<file path="src/design/mrlm_pkg.sv">
// types, codes and helpers shared by the line matcher
// no dependencies; compile first
package mrlm_pkg;

  localparam int ELEM_SLOTS = 16;  // fixed by the width of the pattern registers

  typedef enum logic [1:0] {
    ACT_TEXT     = 2'd0,
    ACT_EOL      = 2'd1,
    ACT_NEW_FILE = 2'd2,
    ACT_UNUSED   = 2'd3
  } action_t;

  typedef enum logic [3:0] {
    REG_CHARS_LOW  = 4'd0,
    REG_CHARS_HIGH = 4'd1,
    REG_KINDS      = 4'd2,
    REG_LENGTH     = 4'd3,
    REG_ANCHOR_BEG = 4'd4,
    REG_ANCHOR_END = 4'd5,
    REG_FOLD_CASE  = 4'd6,
    REG_INVERT     = 4'd7
  } reg_index_t;

  // compiled pattern as seen by the automaton
  typedef struct packed {
    logic [ELEM_SLOTS-1:0][7:0] chars;
    logic [ELEM_SLOTS-1:0][1:0] kinds;  // bit 0: any char, bit 1: repeated
    logic                       fold_case;
  } pattern_t;

  function automatic logic [7:0] fold(input logic [7:0] c, input logic en);
    logic [7:0] r;
    r = c;
    if (en && c >= 8'h41 && c <= 8'h5a)
      r = c + 8'h20;
    return r;
  endfunction

endpackage

</file>
<file path="src/design/mrlm_chan_if.sv">
// valid/ready channel interfaces for text input, line results and register writes
// depends on mrlm_pkg
interface mrlm_text_if;
  logic                valid;
  logic                ready;
  mrlm_pkg::action_t   action;
  logic [7:0]          character;
  modport source (output valid, output action, output character, input ready);
  modport sink   (input valid, input action, input character, output ready);
endinterface

interface mrlm_result_if;
  logic        valid;
  logic        ready;
  logic        line_selected;
  logic [31:0] line_number;
  logic [31:0] hit_count;
  modport source (output valid, output line_selected, output line_number,
                  output hit_count, input ready);
  modport sink   (input valid, input line_selected, input line_number,
                  input hit_count, output ready);
endinterface

interface mrlm_cfg_if;
  logic        valid;
  logic        ready;
  logic [3:0]  index;
  logic [63:0] data;
  modport source (output valid, output index, output data, input ready);
  modport sink   (input valid, input index, input data, output ready);
endinterface

</file>
<file path="src/design/mrlm_step.sv">
// one automaton step: epsilon closure over repeated elements, then advance on a byte
// depends on mrlm_pkg
module mrlm_step #(
  parameter int PATTERN_MAX = 16,
  parameter int LW          = $clog2(PATTERN_MAX + 1)
) (
  input  logic [PATTERN_MAX:0] cur_set,
  input  logic [LW-1:0]        len,
  input  mrlm_pkg::pattern_t   pattern,
  input  logic [7:0]           character,
  output logic [PATTERN_MAX:0] next_set,
  output logic                 full_match
);
  import mrlm_pkg::*;

  logic [7:0]           c_folded;
  logic [PATTERN_MAX:0] closed_set;

  assign c_folded = fold(character, pattern.fold_case);

  // closure ripples like a carry chain, one bit per element
  always_comb begin
    closed_set = '0;
    for (int j = 0; j <= PATTERN_MAX; j++) begin
      if (LW'(j) <= len)
        closed_set[j] = cur_set[j];
    end
    for (int i = 0; i < PATTERN_MAX; i++) begin
      if (LW'(i) < len && closed_set[i] && pattern.kinds[i][1])
        closed_set[i+1] = 1'b1;
    end
  end

  always_comb begin
    next_set = '0;
    for (int i = 0; i < PATTERN_MAX; i++) begin
      if (LW'(i) < len && closed_set[i] &&
          (pattern.kinds[i][0] || fold(pattern.chars[i], pattern.fold_case) == c_folded)) begin
        if (pattern.kinds[i][1])
          next_set[i] = 1'b1;
        else
          next_set[i+1] = 1'b1;
      end
    end
  end

  assign full_match = closed_set[len];

endmodule

</file>
<file path="src/design/minimal_regex_line_matcher.sv">
// line matcher top level: config registers, line state, counters, result register
// depends on mrlm_pkg, mrlm_chan_if, mrlm_step
//
//  channel   dir  transaction carries
//  text_in   in   action, character
//  result    out  line_selected, line_number, hit_count (one per end of line)
//  cfg       in   index, data (register write)
//
// one transaction per cycle unless stalled; the whole automaton step sits between the state
// registers and the result register, so throughput is one item per cycle.
// a line result appears in the cycle after the end-of-line transaction.
// rst is synchronous and clears line state, counters, pattern registers and result valid.
// text_in stalls only while a result is held and result.ready is low.
module minimal_regex_line_matcher #(
  parameter int PATTERN_MAX = 16,
  parameter int COUNT_WIDTH = 32
) (
  input logic             clk,
  input logic             rst,
  mrlm_text_if.sink       text_in,
  mrlm_result_if.source   result,
  mrlm_cfg_if.sink        cfg
);
  import mrlm_pkg::*;

  localparam int LW = $clog2(PATTERN_MAX + 1);
  localparam logic [COUNT_WIDTH-1:0] CMAX = '1;

  logic [63:0] chars_low;
  logic [63:0] chars_high;
  logic [31:0] kinds;
  logic [4:0]  pattern_length;
  logic        anchor_start;
  logic        anchor_end;
  logic        ignore_case;
  logic        invert_match;

  logic [PATTERN_MAX:0]   active_positions;
  logic                   match_seen;
  logic                   at_line_start;
  logic                   text_ended;
  logic [COUNT_WIDTH-1:0] lines_counted;
  logic [COUNT_WIDTH-1:0] hits_counted;

  logic                   out_valid;
  logic                   out_selected;
  logic [31:0]            out_line;
  logic [31:0]            out_hits;

  pattern_t               pattern;
  logic [4:0]             len_clip;
  logic [LW-1:0]          len;
  logic [PATTERN_MAX:0]   cur_set;
  logic [PATTERN_MAX:0]   next_set;
  logic                   full_match;
  logic                   accept;
  logic                   selected;
  logic [COUNT_WIDTH-1:0] lines_next;
  logic [COUNT_WIDTH-1:0] hits_next;

  assign pattern.chars     = {chars_high, chars_low};
  assign pattern.kinds     = kinds;
  assign pattern.fold_case = ignore_case;

  assign len_clip = (pattern_length > 5'(PATTERN_MAX)) ? 5'(PATTERN_MAX) : pattern_length;
  assign len      = LW'(len_clip);

  // position zero is re-seeded every byte unless anchored at line start
  assign cur_set = active_positions |
                   {{PATTERN_MAX{1'b0}}, (!anchor_start || at_line_start)};

  mrlm_step #(.PATTERN_MAX(PATTERN_MAX), .LW(LW)) u_step (
    .cur_set    (cur_set),
    .len        (len),
    .pattern    (pattern),
    .character  (text_in.character),
    .next_set   (next_set),
    .full_match (full_match)
  );

  assign text_in.ready = !out_valid || result.ready;
  assign accept        = text_in.valid && text_in.ready;
  assign cfg.ready     = 1'b1;

  assign selected   = (match_seen || full_match) != invert_match;
  assign lines_next = (lines_counted == CMAX) ? lines_counted : lines_counted + 1'b1;
  assign hits_next  = (selected && hits_counted != CMAX) ? hits_counted + 1'b1 : hits_counted;

  always_ff @(posedge clk) begin
    if (rst) begin
      chars_low      <= '0;
      chars_high     <= '0;
      kinds          <= '0;
      pattern_length <= '0;
      anchor_start   <= 1'b0;
      anchor_end     <= 1'b0;
      ignore_case    <= 1'b0;
      invert_match   <= 1'b0;
    end else if (cfg.valid && cfg.ready) begin
      unique case (cfg.index)
        REG_CHARS_LOW:  chars_low      <= cfg.data;
        REG_CHARS_HIGH: chars_high     <= cfg.data;
        REG_KINDS:      kinds          <= cfg.data[31:0];
        REG_LENGTH:     pattern_length <= cfg.data[4:0];
        REG_ANCHOR_BEG: anchor_start   <= cfg.data[0];
        REG_ANCHOR_END: anchor_end     <= cfg.data[0];
        REG_FOLD_CASE:  ignore_case    <= cfg.data[0];
        REG_INVERT:     invert_match   <= cfg.data[0];
        default: ;
      endcase
    end
  end

  always_ff @(posedge clk) begin
    if (rst) begin
      active_positions <= {{PATTERN_MAX{1'b0}}, 1'b1};
      match_seen       <= 1'b0;
      at_line_start    <= 1'b1;
      text_ended       <= 1'b0;
      lines_counted    <= '0;
      hits_counted     <= '0;
      out_valid        <= 1'b0;
    end else begin
      if (result.ready && !(accept && text_in.action == ACT_EOL))
        out_valid <= 1'b0;
      if (accept) begin
        case (text_in.action)
          ACT_TEXT: begin
            if (!text_ended) begin
              if (text_in.character == 8'h00) begin
                text_ended <= 1'b1;
              end else begin
                if (!anchor_end && full_match)
                  match_seen <= 1'b1;
                active_positions <= next_set;
                at_line_start    <= 1'b0;
              end
            end
          end
          ACT_EOL: begin
            lines_counted    <= lines_next;
            hits_counted     <= hits_next;
            out_valid        <= 1'b1;
            out_selected     <= selected;
            out_line         <= 32'(lines_next);
            out_hits         <= 32'(hits_next);
            active_positions <= {{PATTERN_MAX{1'b0}}, 1'b1};
            match_seen       <= 1'b0;
            at_line_start    <= 1'b1;
            text_ended       <= 1'b0;
          end
          ACT_NEW_FILE: begin
            lines_counted    <= '0;
            hits_counted     <= '0;
            active_positions <= {{PATTERN_MAX{1'b0}}, 1'b1};
            match_seen       <= 1'b0;
            at_line_start    <= 1'b1;
            text_ended       <= 1'b0;
          end
          default: ;
        endcase
      end
    end
  end

  assign result.valid         = out_valid;
  assign result.line_selected = out_selected;
  assign result.line_number   = out_line;
  assign result.hit_count     = out_hits;

  a_eol_gives_result: assert property (@(posedge clk) disable iff (rst)
    accept && text_in.action == ACT_EOL |=> out_valid)
    else $error("end of line gave no result");

  a_hits_bounded: assert property (@(posedge clk) disable iff (rst)
    hits_counted <= lines_counted)
    else $error("hit count above line count");

  a_new_file_clears: assert property (@(posedge clk) disable iff (rst)
    accept && text_in.action == ACT_NEW_FILE |=> lines_counted == '0 && hits_counted == '0)
    else $error("new file left counters set");

  a_stall_only_when_full: assert property (@(posedge clk) disable iff (rst)
    !text_in.ready |-> out_valid)
    else $error("input stalled with empty result register");

  a_ended_line_frozen: assert property (@(posedge clk) disable iff (rst)
    text_ended && accept && text_in.action == ACT_TEXT |=> $stable(active_positions))
    else $error("automaton moved after end of text");

endmodule

</file>
<file path="src/flat_wrapper.sv">
// flat-port wrapper written by rule: the top's interface ports become plain ports
module minimal_regex_line_matcher_flat import mrlm_pkg::*;
#(
  parameter int PATTERN_MAX = 16,
  parameter int COUNT_WIDTH = 32
)
  (clk, rst, text_in_valid, text_in_action, text_in_character, text_in_ready, result_valid, result_line_selected, result_line_number, result_hit_count, result_ready, cfg_valid, cfg_index, cfg_data, cfg_ready);
  mrlm_text_if text_in_i ();
  mrlm_result_if result_i ();
  mrlm_cfg_if cfg_i ();
  input logic clk;
  input logic rst;
  input wire logic [$bits(text_in_i.valid)-1:0] text_in_valid;
  input wire logic [$bits(text_in_i.action)-1:0] text_in_action;
  input wire logic [$bits(text_in_i.character)-1:0] text_in_character;
  output wire logic [$bits(text_in_i.ready)-1:0] text_in_ready;
  output wire logic [$bits(result_i.valid)-1:0] result_valid;
  output wire logic [$bits(result_i.line_selected)-1:0] result_line_selected;
  output wire logic [$bits(result_i.line_number)-1:0] result_line_number;
  output wire logic [$bits(result_i.hit_count)-1:0] result_hit_count;
  input wire logic [$bits(result_i.ready)-1:0] result_ready;
  input wire logic [$bits(cfg_i.valid)-1:0] cfg_valid;
  input wire logic [$bits(cfg_i.index)-1:0] cfg_index;
  input wire logic [$bits(cfg_i.data)-1:0] cfg_data;
  output wire logic [$bits(cfg_i.ready)-1:0] cfg_ready;
  assign text_in_i.valid = text_in_valid;
  assign text_in_i.action = text_in_action;
  assign text_in_i.character = text_in_character;
  assign text_in_ready = text_in_i.ready;
  assign result_valid = result_i.valid;
  assign result_line_selected = result_i.line_selected;
  assign result_line_number = result_i.line_number;
  assign result_hit_count = result_i.hit_count;
  assign result_i.ready = result_ready;
  assign cfg_i.valid = cfg_valid;
  assign cfg_i.index = cfg_index;
  assign cfg_i.data = cfg_data;
  assign cfg_ready = cfg_i.ready;
  minimal_regex_line_matcher #(.PATTERN_MAX(PATTERN_MAX), .COUNT_WIDTH(COUNT_WIDTH)) u_core (.clk(clk), .rst(rst), .text_in(text_in_i), .result(result_i), .cfg(cfg_i));
endmodule
</file>
<file path="config.mk">
export PLATFORM = sky130hd
export DESIGN_NAME = minimal_regex_line_matcher_flat
export DESIGN_NICKNAME = d
export VERILOG_FILES = /design/src/design/mrlm_pkg.sv /design/src/design/mrlm_chan_if.sv /design/src/design/mrlm_step.sv /design/src/design/minimal_regex_line_matcher.sv /design/src/flat_wrapper.sv
export SDC_FILE = /design/constraint.sdc
export NUM_CORES = 1
export LEC_CHECK = 0
export BUFFER_PORTS_ARGS = -buffer_cell sky130_fd_sc_hd__buf_2
export CAP_MARGIN = 20
export CORE_MARGIN = 2
export CORE_UTILIZATION = 55
export CTS_CLUSTER_DIAMETER = 80
export DETAILED_ROUTE_END_ITERATION = 12
export PLACE_DENSITY = 0.79
export SKIP_CTS_REPAIR_TIMING = 1
export SLEW_MARGIN = 20
export SYNTH_ARGS = -nofsm -noshare
export SYNTH_HDL_FRONTEND = slang
export SYNTH_HIERARCHICAL = 1
export SYNTH_SLANG_ARGS = --single-unit
</file>
<file path="constraint.sdc">
create_clock -name clk -period 3.3 [get_ports clk]
set_input_delay 0.165 -clock clk [delete_from_list [all_inputs] [get_ports clk]]
set_output_delay 0.165 -clock clk [all_outputs]
set_load 0.02 [all_outputs]
</file>
==> impl_metrics.toml, run 1 <==
[sta]
setup_viol = 59
maxSlewViolCount = 0
rsz0062_at_grt = "true"
worst_pin_slew_ps = 874
period_needed_ps = 3700
max_slew_margin_pct = 41.7
finalCritPeriodShare_pct = 112
setup_ws_ps = -400
hold_viol = 0
fin_worst_skew_ps = 15.3
max_freq_mhz = 270
setup_tns_ps = -9390

[synthesis]
yosys_warnings = 6
synth_area_um2 = 17200
ys_types = 88
synth-async-reset-ratio_pct = 0
seq_area_frac_synth_pct = 40.9
syn_inst = 2107
synth_area_per_cell_um2 = 8.16
synth-edff-count = 65
synth_flop_cell = "dfxtp_1"
syn_nets = 2213
ys_ff_latch = 319

[pwr]
p_per_area_nw_per_um2 = 409
power.internal_w = 0.00651
power_switching_w = 0.00208
leakage_nw = 7.61
sw_frac_of_total_pct = 24.2
worst_ir_drop_vdd_mv = 0.400
combPwrFrac_pct = 8.4
fin_total_pwr_w = 0.00859
pwr-share-seq_pct = 47.2
pwr-share-clk_pct = 44.4

[cts]
tritoncts = "done"
cts_buffers = 36
clk_latency_ps = 520
clock-sinks = 319
clockRootBuffer = "clkbuf_16"
clk_pin_slew_ps = 60
h-tree-depth = 2
clockBufferDepth = 3

[global_routing]
grt_pass1_wl_um = 81000
grtUsageTotal_pct = 30.1
grt_busiest_layer = "met2"
antenna_found_initial = 1
use_met1_pct = 37.5
first_global_vias = 15973
use_met2_pct = 51.5
grt_max_degree = 76
use_met3_pct = 4.62
gr-total-overflow = 0

[critical_path]
worst_path_max_delay_cell = "or4bb_1"
worstPathMaxFanout = 6
path_buf_inv = 3
r2r_slack_ps = -400
crit_family = "simple AND/OR/NAND/NOR gates"
worstPathArrival_ps = 4140
reg2reg_to = "u_core/hits_counted[19]"
crit_path_end_kind = "flip-flop"
crit_type = "reg -> reg"
rr_startpoint = "u_core/at_line_start"
r2r_cells = 16
cp_cell_sequence = "or3b_4 -> a21o_1 -> nand4_1 -> a221oi_1 -> or4bb_1 -> o211a_1 -> o21ai_1 -> o211ai_1 -> buf_4 -> buf_6 -> o21a_4 -> nor4b_4 -> buf_4 -> nand4_1 -> or4_1 -> a31oi_1"
slowest_delay_ps = 480
crit_cells = 16
start_kind = "flip-flop"
worstPathRequired_ps = 3740

[hold_path]
holdCritStartpoint = "cfg_data[0]"
min_path_cells = 3
holdCritPathClass = "in -> reg"
min_to = "u_core/chars_high[0]"

[place]
hpwl_um = 35500
portBuffers = 149
gp_congestion = 1.02
postPlaceCellArea_um2 = 18900

[status]
status = "finished, violations left"
failed_checks = "setup timing"

[floorplan]
rows = 64
start_util_pct = 56.1
dieArea_um2 = 32700
fp.dieH_um = 181
core_region_area_um2 = 30700
io_pins = 151
dieWidth_um = 181

[flow_run]
cap_violations = 0

[final_layout]
syn_to_final_growth_pct = 22.1
final_common_cell = "nand2_1"
nets = 2451
drive_gt1_share_pct = 17.4
fin_area_um2 = 21000
layout_common_cells = "nand2_1 (453), dfxtp_1 (251), a21oi_1 (229)"

[drt]
antenna_left = 0
wl_per_cell_um = 19.1
wl_um = 52800
viasPerCell = 6.17
via_count = 17071
drtPass1Iterations = 5
drc = 0
drt_iter0_drc = 1647
==> layer usage <==
| layer | wire (um) | up-vias |
|---|---|---|
| met4 | 2080 | 0 |
| met3 | 4160 | 154 |
| met2 | 25900 | 837 |
| met1 | 20700 | 8104 |
| li1 | - | 7976 |
| met5 | 0 | - |
==> power by group through the flow <==
| stage | logic [W] | registers [W] | clock network, W |
|---|---|---|---|
| after detailed placement | 0.000628 | 0.00414 | 0 |
| after floorplan | 0.000368 | 0.00413 | 0 |
| final | 0.000718 | 0.00405 | 0.00381 |
| after global routing | 0.000764 | 0.00406 | 0.00402 |
| after global placement | 0.000612 | 0.00413 | 0 |
| after CTS | 0.000633 | 0.00405 | 0.00387 |
==> worst register-to-register path: cells and delay by family, from the launching register on <==
kind | cells | cell delay [ps]
AND/OR/NAND/NOR | 6 | 1820
AO/OA/AOI/OAI | 7 | 1000
buffers and inverters | 3 | 490
flip-flops | 1 | 320
==> final cells by class <==
| class | instances | area, um2 |
|---|---|---|
| inverters | 69 | 259 |
| fillers | 2427 | 9680 |
| well taps | 396 | 495 |
| clock buffers | 55 | 1020 |
| flip-flops and latches | 319 | 7040 |
| clock inverters | 10 | 82.6 |
| repair buffers | 342 | 2470 |
| diodes | 1 | 2.50 |
| multi-input cells | 1577 | 9620 |
==> synth_stat cells, drive strengths merged, types with 14 or more instances <==
master | instances | share of area [%]
nand4 | 33 | 1.3
nor4 | 23 | 0.87
a31oi | 44 | 1.7
clkbuf | 112 | 2.5
a41oi | 30 | 1.6
inv | 67 | 1.5
and4 | 14 | 0.71
a21oi | 234 | 6.8
nor2 | 77 | 1.7
nand2 | 455 | 9.9
a21o | 20 | 0.87
xor2 | 79 | 4.0
ha | 23 | 1.7
buf | 30 | 1.1
edfxtp | 65 | 11
and3 | 18 | 0.66
nor3 | 82 | 2.5
xnor2 | 106 | 5.4
nand3 | 83 | 2.5
dfxtp | 254 | 30
o21ai | 41 | 1.2
==> worst max path at each step <==
stage                                  start                      end  slack, ps
global placement        u_core/at_line_start  u_core/hits_counted[26]       -430
detailed placement      u_core/at_line_start  u_core/hits_counted[26]       -590
global route            u_core/at_line_start  u_core/hits_counted[19]       -520
CTS                 u_core/pattern_length[4]  u_core/hits_counted[26]       -620
finish                  u_core/at_line_start  u_core/hits_counted[19]       -400
floorplan               u_core/at_line_start  u_core/hits_counted[27]       -120
==> per-stage QoR <==
step | instances | hold WS, ps | utilization, % | setup WS, ps
2_1_floorplan | 2107 | 301 | - | -122
3_3_place_gp | 2632 | 416 | 61.5 | -432
3_5_place_dp | 2632 | 424 | 61.5 | -586
4_1_cts | 2697 | -133 | 65.1 | -615
5_1_grt | 2769 | 1.87 | 68.4 | -521
6_report | 2769 | 5.36 | 68.4 | -400
==> flip-flops by register name, indices dropped and copies added (netlist names), 5 cells and up <==
signal / flops
u_core/result.hit_count: 32
u_core/pattern_length: 5
u_core/lines_counted: 32
u_core/result.line_number: 32
u_core/hits_counted: 32
u_core/kinds: 32
u_core/chars_high: 64
u_core/active_positions: 17
u_core/chars_low: 64
==> logic make-up (layout without fill, tap and decap cells) <==
group                      after synthesis  count (layout)  synth area share [%]
muxes                                   13              13                 0.772
AOI/OAI and AO/OA                      507             507                  19.2
buffers and inverters                  211             476                  5.09
adders and majority gates               23              23                  1.67
xor gates and xnor gates               185             185                  9.43
DFF                                    319             319                  40.9
and+or+nand+nor                        848             848                  22.9
other                                    1               2                0.0218
(Power assumes the default switching activity.)
==> run 2: changes to the inputs <==
--- a/config.mk
+++ b/config.mk
@@ -8,13 +8,14 @@
 export BUFFER_PORTS_ARGS = -buffer_cell sky130_fd_sc_hd__buf_2
 export CAP_MARGIN = 20
 export CORE_MARGIN = 2
-export CORE_UTILIZATION = 55
+export CORE_UTILIZATION = 54
 export CTS_CLUSTER_DIAMETER = 80
 export DETAILED_ROUTE_END_ITERATION = 12
-export PLACE_DENSITY = 0.79
+export HOLD_SLACK_MARGIN = 0.15
+export PLACE_DENSITY = 0.78
 export SKIP_CTS_REPAIR_TIMING = 1
 export SLEW_MARGIN = 20
 export SYNTH_ARGS = -nofsm -noshare
 export SYNTH_HDL_FRONTEND = slang
-export SYNTH_HIERARCHICAL = 1
 export SYNTH_SLANG_ARGS = --single-unit
+export TNS_END_PERCENT = 50
==> impl_metrics.toml, run 2 <==
[status]
status = "finished, violations left"
failed_checks = "setup timing"

[sta]
fin_worst_skew_ps = 25.6
hold_viol = 0
max_slew_margin_pct = 41.1
period_needed_ps = 3600
setup_ws_ps = -299
finalCritPeriodShare_pct = 109
max_freq_mhz = 278
holdWs_ps = 130
rsz0062_at_grt = "true"
setup_viol = 63
maxSlewViolCount = 0
setup_tns_ps = -11760
worst_pin_slew_ps = 884

[floorplan]
io_pins = 151
dieArea_um2 = 32600
dieWidth_um = 180
rows = 64
fp.dieH_um = 180
core_region_area_um2 = 30600
start_util_pct = 55.0

[critical_path]
rr_startpoint = "u_core.pattern_length[1]"
crit_family = "simple AND/OR/NAND/NOR gates"
start_kind = "flip-flop"
worstPathArrival_ps = 4040
crit_type = "reg -> reg"
worstPathMaxFanout = 7
crit_path_end_kind = "flip-flop"
r2r_slack_ps = -300
worst_path_max_delay_cell = "or4_4"
worstPathRequired_ps = 3740
cp_cell_sequence = "or4_4 -> a32o_2 -> buf_4 -> o41ai_4 -> a21oi_1 -> a211oi_2 -> a211oi_4 -> and2_4 -> mux2i_4 -> nand2_4 -> clkbuf_16 -> or4_1 -> a31oi_1"
slowest_delay_ps = 550
reg2reg_to = "u_core.hits_counted[3]"
path_buf_inv = 2
r2r_cells = 13

[synthesis]
ys_ff_latch = 319
synth_area_leaders = "dfxtp_1 (30%), edfxtp_1 (12%), nand2_1 (8.6%), xnor2_1 (6.6%), a21oi_1 (6.4%)"
syn_inst = 2036
yosys_warnings = 0
synth_most_common_cell = "nand2_1"
synth_area_um2 = 16800
synth_area_per_cell_um2 = 8.26
synth-edff-count = 65
seq_area_frac_synth_pct = 41.9
ys_types = 76
synthTopCellsByCount = "nand2_1 (383), dfxtp_1 (254), a21oi_1 (214)"
synth_flop_cell = "dfxtp_1"
synth-async-reset-ratio_pct = 0
syn_nets = 2142
synth.largest_area_cell = "dfxtp_1"
synth_top_cell_area_share_pct = 30.2

[drt]
drt_iter0_drc = 1671
drc = 0
wl_per_cell_um = 18.3
wl_um = 49500
antenna_left = 0
via_count = 16269
drtPass1Iterations = 6
viasPerCell = 6.01

[cts]
clk_latency_ps = 530
clock-sinks = 319
tritoncts = "done"
cts_buffers = 36
h-tree-depth = 2
clk_pin_slew_ps = 60
clockRootBuffer = "clkbuf_16"
clockBufferDepth = 3

[pwr]
leakage_nw = 7.76
p_per_area_nw_per_um2 = 428
worst_ir_drop_vdd_mv = 0.379
fin_total_pwr_w = 0.00893

[final_layout]
fin_area_um2 = 20900
final_common_cell = "nand2_1"
nets = 2389
drive_gt1_share_pct = 17.9
syn_to_final_growth_pct = 24.1
reg_top3 = "u_core.chars_high (64), u_core.chars_low (64)"
diodes = 0
layout_common_cells = "nand2_1 (382), dfxtp_1 (250), a21oi_1 (212)"

[hold_path]
holdCritPathClass = "in -> reg"
min_path_cells = 4
holdCritStartpoint = "cfg_index[1]"
min_to = "u_core.anchor_end"

[global_routing]
antenna_found_initial = 0
first_global_vias = 15166
grt_busiest_layer = "met2"
grt_pass1_wl_um = 76700
grt_max_degree = 165
use_met3_pct = 3.48
gr-total-overflow = 0
use_met2_pct = 48.3
grtUsageTotal_pct = 28.2
use_met1_pct = 37.0

[flow_run]
cap_violations = 0

[place]
gp_congestion = 0.909
hpwl_um = 32100
portBuffers = 149
postPlaceCellArea_um2 = 18500
run 2: cell count changes in the layout (fill, tap and decap cells not counted), moves of 16 or more:
| cell | previous run | this run |
|---|---|---|
| nand2_1 | 453 | 382 |
| nor2_1 | 69 | 119 |
| nor3_1 | 73 | 35 |
| a22oi_1 | 5 | 35 |
| or3_1 | 12 | 42 |
| nand3_1 | 80 | 51 |
| a41oi_1 | 28 | 2 |
| xnor2_1 | 106 | 127 |
| a21oi_1 | 229 | 212 |
| nor4bb_1 | 0 | 16 |
| xor2_1 | 79 | 63 |
run 2: cell type report:
| class | instances | area (um2) |
|---|---|---|
| clock buffers | 54 | 1120 |
| clock inverters | 10 | 121 |
| fillers | 2340 | 9720 |
| inverters | 58 | 218 |
| multi-input cells | 1524 | 9320 |
| flip-flops and latches | 319 | 7050 |
| well taps | 396 | 495 |
| repair buffers | 344 | 2540 |
run 2: layer usage:
layer / part of all wire (%) / wire length, um
met3: 7.2 / 3580
met1: 41 / 20500
met4: 2.9 / 1450
met2: 49 / 24000
met5: 0 / 0
run 2: worst reg2reg max path: stages, from the launching register on:
cell and delay [ps]:
dfxtp_2 330, or4_4 550, a32o_2 280, buf_4 150, o41ai_4 330, a21oi_1 150, a211oi_2 310, a211oi_4 80
and2_4 180, mux2i_4 200, nand2_4 130, clkbuf_16 200, or4_1 470, a31oi_1 160
run 2: cell families after synthesis:
kind of cell             synth area share, %
other                                 0.0223
AND/OR/NAND/NOR                         22.4
multiplexers                           0.923
XOR/XNOR                                9.90
AO/OA/AOI/OAI                           18.7
flip-flops                              41.9
buffers and inverters                   4.47
adder cells (fa/ha/maj)                 1.71
run 2: where the power goes:
| part | internal, W | leakage, nW | switching, W | total (W) |
|---|---|---|---|---|
| Sequential | 0.00401 | 2.69 | 0.0000388 | 0.00405 |
| Clock | 0.00251 | 0.601 | 0.00164 | 0.00414 |
| Combinational | 0.000295 | 4.46 | 0.000442 | 0.000737 |
| Total | 0.00681 | 7.76 | 0.00212 | 0.00893 |
run 2: worst max path at each step:
stage	cells after the start	to	start
6_report	13	u_core.hits_counted[3]	u_core.pattern_length[1]
4_1_cts	13	u_core.hits_counted[20]	u_core.pattern_length[2]
2_1_floorplan	14	u_core.result.hit_count[23]	u_core.pattern_length[1]
3_3_place_gp	13	u_core.hits_counted[14]	u_core.pattern_length[2]
3_5_place_dp	13	u_core.hits_counted[22]	u_core.pattern_length[2]
5_1_grt	14	u_core.hits_counted[5]	u_core.active_positions[0]
run 2: stage by stage:
| stage | utilization, % | worst slack (ps) | instances |
|---|---|---|---|
| 2_1_floorplan | - | -83.2 | 2036 |
| 3_3_place_gp | 60.6 | -243 | 2568 |
| 3_5_place_dp | 60.6 | -310 | 2568 |
| 4_1_cts | 64.7 | -393 | 2632 |
| 5_1_grt | 68.2 | -378 | 2705 |
| 6_report | 68.2 | -299 | 2705 |
